`src/rtl/core/ncc_pkg.sv`:
```
`timescale 1ns / 1ps
// ----------------------------------------------------------------------------
// ncc_pkg: shared constants for the nearest centroid classifier
// Sizes, register map helpers and centroid reset coordinates.
// ----------------------------------------------------------------------------
package ncc_pkg;

  localparam int NUM_CENTROIDS = 4;   // 1..4 centroids take part
  localparam int COORD_BITS    = 8;   // coordinate bits that are used

  localparam int SLOTS    = 4;        // centroid register slots
  localparam int IDX_W    = 2;        // centroid index width
  localparam int PORT_W   = 8;        // coordinate port width
  localparam int CW       = (COORD_BITS < PORT_W) ? COORD_BITS : PORT_W;
  localparam int SQ_W     = 2 * CW;   // one squared difference
  localparam int DW       = SQ_W + 1; // sum of two squares
  localparam int DIST_W   = 17;       // output distance field
  localparam int CNT_W    = 32;
  localparam int ADDR_W   = 5;        // byte address, 8 registers at 4*i
  localparam int DATA_W   = 32;
  localparam int REG_IDX_W = 3;

  localparam logic [CNT_W-1:0] CNT_MAX = '1;

  // axis select bit of a register index
  localparam logic AXIS_X = 1'b0;
  localparam logic AXIS_Y = 1'b1;

  localparam logic [PORT_W-1:0] RESET_COORD [SLOTS][2] = '{
    '{8'd75, 8'd25},
    '{8'd25, 8'd25},
    '{8'd25, 8'd75},
    '{8'd75, 8'd75}
  };

  function automatic logic [CNT_W-1:0] sat_inc(input logic [CNT_W-1:0] v);
    return (v == CNT_MAX) ? v : v + CNT_W'(1);
  endfunction

  // fit a distance sum into the output field (zero extend or truncate)
  function automatic logic [DIST_W-1:0] fit_dist(input logic [DW-1:0] d);
    logic [DW+DIST_W-1:0] tmp;
    tmp = (DW + DIST_W)'(d);
    return tmp[DIST_W-1:0];
  endfunction

endpackage

```
`src/rtl/core/nearest_centroid_classifier.sv`:
```
`timescale 1ns / 1ps
// ----------------------------------------------------------------------------
// nearest_centroid_classifier: k-means assignment step
// Classifies 2D points against four centroids and counts assignments.
// ----------------------------------------------------------------------------
// Usage:
//   Input channel (in_valid / in_stall) carries one point per transaction.
//   Output channel (out_valid / out_stall) returns one result per point:
//   nearest centroid index (lowest index on ties), squared distance,
//   that centroid's updated count and the running point total. Both
//   counters saturate at 2^32-1.
//   Centroid coordinates sit in eight APB registers at byte address 4*i
//   (x0, y0, x1, y1, ...); write them only while the block is idle.
// Timing:
//   Three-stage pipeline: squares, min search plus counter read, counter
//   update into the output register. One point is accepted every cycle
//   unless a held result is stalled.
//   The per-centroid counters live in a 4-entry memory with a registered
//   read; a back-to-back hit on the same entry takes the last written
//   value through a forwarding register.
// Reset:
//   rst_n (sync, active low) empties the pipeline, restores default
//   centroids, zeroes the total and marks all counter entries as zero.
// Backpressure: out_stall on a held result freezes the whole pipeline and
//   raises in_stall in the same cycle; the held result stays stable.
// ----------------------------------------------------------------------------
module nearest_centroid_classifier (
  input  logic                        clk,
  input  logic                        rst_n,
  // point input
  input  logic                        in_valid,
  output logic                        in_stall,
  input  logic [ncc_pkg::PORT_W-1:0]  in_point_x,
  input  logic [ncc_pkg::PORT_W-1:0]  in_point_y,
  // result output
  output logic                        out_valid,
  input  logic                        out_stall,
  output logic [ncc_pkg::IDX_W-1:0]   out_nearest_index,
  output logic [ncc_pkg::DIST_W-1:0]  out_nearest_sq_distance,
  output logic [ncc_pkg::CNT_W-1:0]   out_nearest_count,
  output logic [ncc_pkg::CNT_W-1:0]   out_points_seen,
  // configuration
  input  logic                        psel,
  input  logic                        penable,
  input  logic                        pwrite,
  input  logic [ncc_pkg::ADDR_W-1:0]  paddr,
  input  logic [ncc_pkg::DATA_W-1:0]  pwdata,
  output logic [ncc_pkg::DATA_W-1:0]  prdata,
  output logic                        pready
);

  localparam int NC = ncc_pkg::NUM_CENTROIDS;
  localparam int CW = ncc_pkg::CW;

  // --------------------------------------------------------------------------
  // Centroid registers
  // --------------------------------------------------------------------------
  logic [ncc_pkg::PORT_W-1:0]    centroid_r [ncc_pkg::SLOTS][2];
  logic [ncc_pkg::REG_IDX_W-1:0] reg_idx;
  logic [ncc_pkg::IDX_W-1:0]     reg_slot;
  logic                          reg_axis;
  logic                          cfg_wr;

  assign pready   = 1'b1;
  assign reg_idx  = paddr[ncc_pkg::ADDR_W-1:2];
  assign reg_slot = reg_idx[ncc_pkg::REG_IDX_W-1:1];
  assign reg_axis = reg_idx[0];
  assign cfg_wr   = psel && penable && pwrite && pready;
  assign prdata   = ncc_pkg::DATA_W'(centroid_r[reg_slot][reg_axis]);

  always_ff @(posedge clk) begin
    if (!rst_n) begin
      for (int s = 0; s < ncc_pkg::SLOTS; s++) begin
        centroid_r[s][ncc_pkg::AXIS_X] <= ncc_pkg::RESET_COORD[s][0];
        centroid_r[s][ncc_pkg::AXIS_Y] <= ncc_pkg::RESET_COORD[s][1];
      end
    end else if (cfg_wr) begin
      centroid_r[reg_slot][reg_axis] <= pwdata[ncc_pkg::PORT_W-1:0];
    end
  end

  // --------------------------------------------------------------------------
  // Pipeline control: the whole pipe moves unless a held result is stalled
  // --------------------------------------------------------------------------
  logic advance;
  logic s1_v_r, s2_v_r, out_v_r;

  assign advance  = !out_v_r || !out_stall;
  assign in_stall = !advance;

  always_ff @(posedge clk) begin
    if (!rst_n) begin
      s1_v_r  <= 1'b0;
      s2_v_r  <= 1'b0;
      out_v_r <= 1'b0;
    end else if (advance) begin
      s1_v_r  <= in_valid;
      s2_v_r  <= s1_v_r;
      out_v_r <= s2_v_r;
    end
  end

  // --------------------------------------------------------------------------
  // Stage 1: per-centroid absolute differences and squares
  // --------------------------------------------------------------------------
  logic [ncc_pkg::SQ_W-1:0] s1_sqx_r [NC];
  logic [ncc_pkg::SQ_W-1:0] s1_sqy_r [NC];
  logic [CW-1:0]            px, py;

  assign px = in_point_x[CW-1:0];
  assign py = in_point_y[CW-1:0];

  always_ff @(posedge clk) begin
    if (advance) begin
      for (int j = 0; j < NC; j++) begin
        logic [CW-1:0] cx, cy, dx, dy;
        cx = centroid_r[j][ncc_pkg::AXIS_X][CW-1:0];
        cy = centroid_r[j][ncc_pkg::AXIS_Y][CW-1:0];
        dx = (px >= cx) ? px - cx : cx - px;
        dy = (py >= cy) ? py - cy : cy - py;
        s1_sqx_r[j] <= ncc_pkg::SQ_W'(dx) * ncc_pkg::SQ_W'(dx);
        s1_sqy_r[j] <= ncc_pkg::SQ_W'(dy) * ncc_pkg::SQ_W'(dy);
      end
    end
  end

  // --------------------------------------------------------------------------
  // Stage 2: sums, strict less-than min search, counter memory read
  // --------------------------------------------------------------------------
  logic [ncc_pkg::DW-1:0]    best_dist;
  logic [ncc_pkg::IDX_W-1:0] best_idx;

  always_comb begin
    logic [ncc_pkg::DW-1:0] d;
    best_dist = ncc_pkg::DW'(s1_sqx_r[0]) + ncc_pkg::DW'(s1_sqy_r[0]);
    best_idx  = '0;
    for (int j = 1; j < NC; j++) begin
      d = ncc_pkg::DW'(s1_sqx_r[j]) + ncc_pkg::DW'(s1_sqy_r[j]);
      if (d < best_dist) begin
        best_dist = d;
        best_idx  = ncc_pkg::IDX_W'(j);
      end
    end
  end

  logic [ncc_pkg::IDX_W-1:0] s2_idx_r;
  logic [ncc_pkg::DW-1:0]    s2_dist_r;

  always_ff @(posedge clk) begin
    if (advance) begin
      s2_idx_r  <= best_idx;
      s2_dist_r <= best_dist;
    end
  end

  // counter memory, one write and one registered read per cycle while the pipe advances
  logic [ncc_pkg::CNT_W-1:0] cnt_mem [ncc_pkg::SLOTS];
  logic [ncc_pkg::CNT_W-1:0] rd_data_r;
  logic [ncc_pkg::SLOTS-1:0] vld_r;      // entry written since reset
  logic                      rd_vld_r;
  logic                      wr_en;
  logic [ncc_pkg::CNT_W-1:0] cnt_old, cnt_new;

  // last write, for a read issued on the same edge as that write
  logic                      lw_v_r;
  logic [ncc_pkg::IDX_W-1:0] lw_idx_r;
  logic [ncc_pkg::CNT_W-1:0] lw_data_r;

  assign wr_en = advance && s2_v_r;

  always_ff @(posedge clk) begin
    if (wr_en) begin
      cnt_mem[s2_idx_r] <= cnt_new;
    end
    if (advance) begin
      rd_data_r <= cnt_mem[best_idx];
    end
  end

  always_ff @(posedge clk) begin
    if (!rst_n) begin
      vld_r    <= '0;
      rd_vld_r <= 1'b0;
      lw_v_r   <= 1'b0;
    end else if (advance) begin
      rd_vld_r <= vld_r[best_idx];
      lw_v_r   <= s2_v_r;
      if (s2_v_r) begin
        vld_r[s2_idx_r] <= 1'b1;
      end
    end
  end

  always_ff @(posedge clk) begin
    if (advance) begin
      lw_idx_r  <= s2_idx_r;
      lw_data_r <= cnt_new;
    end
  end

  // --------------------------------------------------------------------------
  // Stage 3: counter update and result register
  // --------------------------------------------------------------------------
  always_comb begin
    if (lw_v_r && (lw_idx_r == s2_idx_r)) begin
      cnt_old = lw_data_r;
    end else if (rd_vld_r) begin
      cnt_old = rd_data_r;
    end else begin
      cnt_old = '0;
    end
    cnt_new = ncc_pkg::sat_inc(cnt_old);
  end

  logic [ncc_pkg::CNT_W-1:0] total_r, total_nxt;

  assign total_nxt = ncc_pkg::sat_inc(total_r);

  always_ff @(posedge clk) begin
    if (!rst_n) begin
      total_r <= '0;
    end else if (wr_en) begin
      total_r <= total_nxt;
    end
  end

  logic [ncc_pkg::IDX_W-1:0]  out_idx_r;
  logic [ncc_pkg::DIST_W-1:0] out_dist_r;
  logic [ncc_pkg::CNT_W-1:0]  out_cnt_r, out_seen_r;

  always_ff @(posedge clk) begin
    if (wr_en) begin
      out_idx_r  <= s2_idx_r;
      out_dist_r <= ncc_pkg::fit_dist(s2_dist_r);
      out_cnt_r  <= cnt_new;
      out_seen_r <= total_nxt;
    end
  end

  assign out_valid               = out_v_r;
  assign out_nearest_index       = out_idx_r;
  assign out_nearest_sq_distance = out_dist_r;
  assign out_nearest_count       = out_cnt_r;
  assign out_points_seen         = out_seen_r;

endmodule

```
`config.mk`:
```
export PLATFORM = sky130hd
export DESIGN_NAME = nearest_centroid_classifier
export DESIGN_NICKNAME = d
export VERILOG_FILES = /design/src/rtl/core/ncc_pkg.sv /design/src/rtl/core/nearest_centroid_classifier.sv
export SDC_FILE = /design/constraint.sdc
export NUM_CORES = 2
export LEC_CHECK = 0
export BUFFER_PORTS_ARGS = -buffer_cell sky130_fd_sc_hd__buf_2
export CORE_MARGIN = 1
export CORE_UTILIZATION = 62
export DETAILED_ROUTE_END_ITERATION = 8
export PLACE_DENSITY_LB_ADDON = 0.15
export SYNTH_ARGS = -nofsm -noshare
export SYNTH_HDL_FRONTEND = slang
export SYNTH_SLANG_ARGS = --single-unit
export TNS_END_PERCENT = 30
```
`constraint.sdc`:
```
create_clock -name clk -period 15.5 [get_ports clk]
set_clock_uncertainty 0.15 [all_clocks]
set_input_delay 1.55 -clock clk [delete_from_list [all_inputs] [get_ports clk]]
set_output_delay 1.55 -clock clk [all_outputs]
set_load 0.005 [all_outputs]
```
==> results summary <==
The clock reaches the later pin of the worst-skew pair after 640 ps. The first global-routing pass estimated 142000 um of wire. The final hold violation count is 0. Routability-driven placement finished with a final weighted congestion of 0.916. The sequential area share after synthesis came out at 0.376. The clock period minus final worst setup slack is 10410 ps. The detail-routed net length per standard cell is 18.1 um. The max-slew headroom at the worst pin came out at 0.221. Summed over all failing endpoints, the final setup total negative slack is 0 ps. The met1 routing resource usage after global routing is 0.354. The count of pins over their slew limit is 0. The number of antenna violations at the first check in global routing is 0. The count of input and output buffers is 126. The netlist area before placement came out at 40500 um2. Setup repair after global routing left no endpoint under its margin.

The count of synthesis-stage warnings from yosys is 0. The post-cts hold buffer count is 0. The count of vias placed by the detailed router came out at 27700. Once detail routing completed, the nets flagged for antenna violations numbered 0.

The first routing iteration left 1852 violations. The reported max-cap violation count is 0. The library cell contributing the largest single delay on the critical path is o21a_4. After detailed routing, the number of vias per cell comes to 5.65. The HPWL after detailed placement is 67200 um. STA classifies the critical path endpoint as a flop. The number of detailed-routing iterations run before antenna repair is 5. The top-level port count came out at 178. No sink is reached through more buffers than the 3 on the longest clock path. After synthesis, the netlist uses 73 different library cells. In the final layout, the share of cells above drive strength 1 is 0.0841. The cell at the root of the clock tree is clkbuf_16. For this run, the top clock speed supported by timing is 96.1 MHz. In the global route stage, overall resource usage came out at 0.269. The CTS buffer count came out at 55.

The floorplan die area is 66300 um2. The number of synthesized register bits is 520. The number of antenna diodes in the final layout is 0. In the synthesized netlist the dominant register cell turns out to be edfxtp_1.

By instance count, the cell type seen most on the critical path is a21o_1. Along the worst hold path, the cell count comes to 0. The category of the critical setup timing path is reg -> reg. The path type of the worst min-delay path is reg -> reg.

The transition time of the tightest slew-check pin is 1140 ps. The post-route DRC violation count came out at 0. In this run the vertical extent of the chip is 258 um.

The maximum level of the CTS H-tree is 2. Of the post-synthesis cell area, the dominant cell type holds 0.356. STA classifies the critical path startpoint as a flop.

The CTS clock-pin slew for the worst setup and hold paths is 60 ps. The post-detailed-routing wire length came out at 88400 um. Post-CTS repair changed the size of 0 cells. The number of global-route vias before repair came to 27400. The global routing usage on met3 came out at 0.0336. In this design, the stage delay of the slowest critical-path cell is 960 ps.

The number of buffers inserted to repair setup after CTS is 0. The final count of negative-setup-slack endpoints is 0. The die width is 258 um. The synthesis-to-layout area growth is 8.23%. The share of flip-flops with an asynchronous set or reset came out at 0. The total number of clock tree sinks is 520. The total area inside the core boundary comes to 64500 um2. The synthesized area per cell came out at 10.5 um2. The initial utilization of the core area, before any placement, comes to 0.628. The maximum fanout encountered on the critical timing path is 84.

The routing usage on met2 came out at 0.463. Summed over all layers, the global routing overflow is 0. TritonCTS built the clock tree.

After synthesis, the cell types taking the most area are edfxtp_1, ha_1, fa_1, xnor2_1, inv_1. The layer with the highest usage is met2. The data arrival time of the critical path came out at 10570 ps. The final layout net count came out at 4738.

The count of filler cells inserted in the layout is 5034. Data on the critical path is required at its endpoint by 15660 ps. The flow ran to the end, and the final reports show no timing, DRC or antenna violations.

The number of cells on the worst reg-to-reg path came out at 37. In the finished design, the share of the clock period the worst path needs comes to 0.672. The number of placement rows came out at 93. Synthesis produced 3874 cells. The biggest area contributor in the post-synthesis netlist is edfxtp_1. The count of flip-flops with a built-in enable after synthesis is 480. The largest net degree at the start of global routing is 85.
[critical path: cells and delay by family, from the launching register on]
family | cells | cell delay [ps]
AND/OR/NAND/NOR | 8 | 1610
AO/OA/AOI/OAI | 24 | 6570
flip-flops | 1 | 370
buffers and inverters | 1 | 150
adder cells (fa/ha/maj) | 4 | 1210
[routing by layer]
metal  vias up  part of all wire
met3       148             0.054
li1      13500                 -
met2       709              0.48
met1     13300              0.43
met5         -                 0
met4         0             0.032
[final cells by class]
cell class	count	area (um2)	share of cell area
Timing Repair Buffer	154	841	0.0192
Tap cell	855	1070	0.0244
Inverter	495	1860	0.0425
Clock inverter	32	363	0.00828
Clock buffer	70	1450	0.0331
Sequential cell	520	15200	0.347
Multi-Input combinational cell	2772	23000	0.525
[cell families (layout without fill, tap and decap cells)]
kind of cell             after synthesis  after routing  synth area share
AND/OR/NAND/NOR                     1008           1008             0.121
AO/OA/AOI/OAI                        668            668             0.101
multiplexers                          83             83            0.0260
XOR/XNOR                             305            305            0.0660
flip-flops                           520            520             0.376
adder cells (fa/ha/maj)              681            681             0.250
other                                  2             27          0.000185
buffers and inverters                607            751            0.0594
[synthesized netlist by cell type, drive strengths merged (47+ instances only)]
master  count
nor2      342
nor3       67
o21ai     154
ha        464
xor2       92
inv       494
clkbuf     66
a21oi     235
nand2b     67
xnor2     213
o21bai     57
fa        216
nand2     207
a21o       47
and2       69
nand3      58
edfxtp    480
mux2i      48
[flip-flops by register name, indices dropped and copies added (netlist names)]
register,cells
centroid_r,64
out_valid,1
s2_dist_r,17
rd_data_r,32
out_points_seen,32
out_nearest_index,2
out_nearest_count,32
s1_v_r,1
rd_vld_r,1
lw_data_r,32
s1_sqx_r,60
out_nearest_sq_distance,17
s2_idx_r,2
s1_sqy_r,60
total_r,32
lw_idx_r,2
s2_v_r,1
cnt_mem,128
vld_r,4
[placed cells by master (no fill, tap or decap), types with 126 or more instances in the layout]
cell      count
a21oi_1     230
buf_2       126
edfxtp_1    480
fa_1        216
ha_1        464
inv_1       493
nand2_1     206
nor2_1      341
o21ai_0     150
xnor2_1     213
[worst paths after layout]
check                                 from                                   end  slack [ps]
setup reg to reg  s1_sqx_r[1][3]$_DFFE_PN_               s2_dist_r[14]$_DFFE_PN_        5090
setup / recovery  s1_sqx_r[1][3]$_DFFE_PN_               s2_dist_r[14]$_DFFE_PN_        5090
hold reg to reg     s2_dist_r[0]$_DFFE_PN_  out_nearest_sq_distance[0]$_DFFE_PP_         260
hold / removal      s2_dist_r[0]$_DFFE_PN_  out_nearest_sq_distance[0]$_DFFE_PP_         260
[stage by stage]
step	hold WS (ps)	instance area (um2)	std cells	utilization	setup WS, ps
2_1_floorplan	250	40600	3899	-	3570
3_3_place_gp	251	42000	4796	0.652	5300
3_5_place_dp	255	42000	4796	0.652	5210
4_1_cts	268	43800	4898	0.680	5160
5_1_grt	275	43800	4898	0.680	4410
6_report	262	43800	4898	0.680	5090
Power is left out: the tool's default activity adds up to more than one toggle a clock period on the data nets, which glitch-free logic cannot reach.
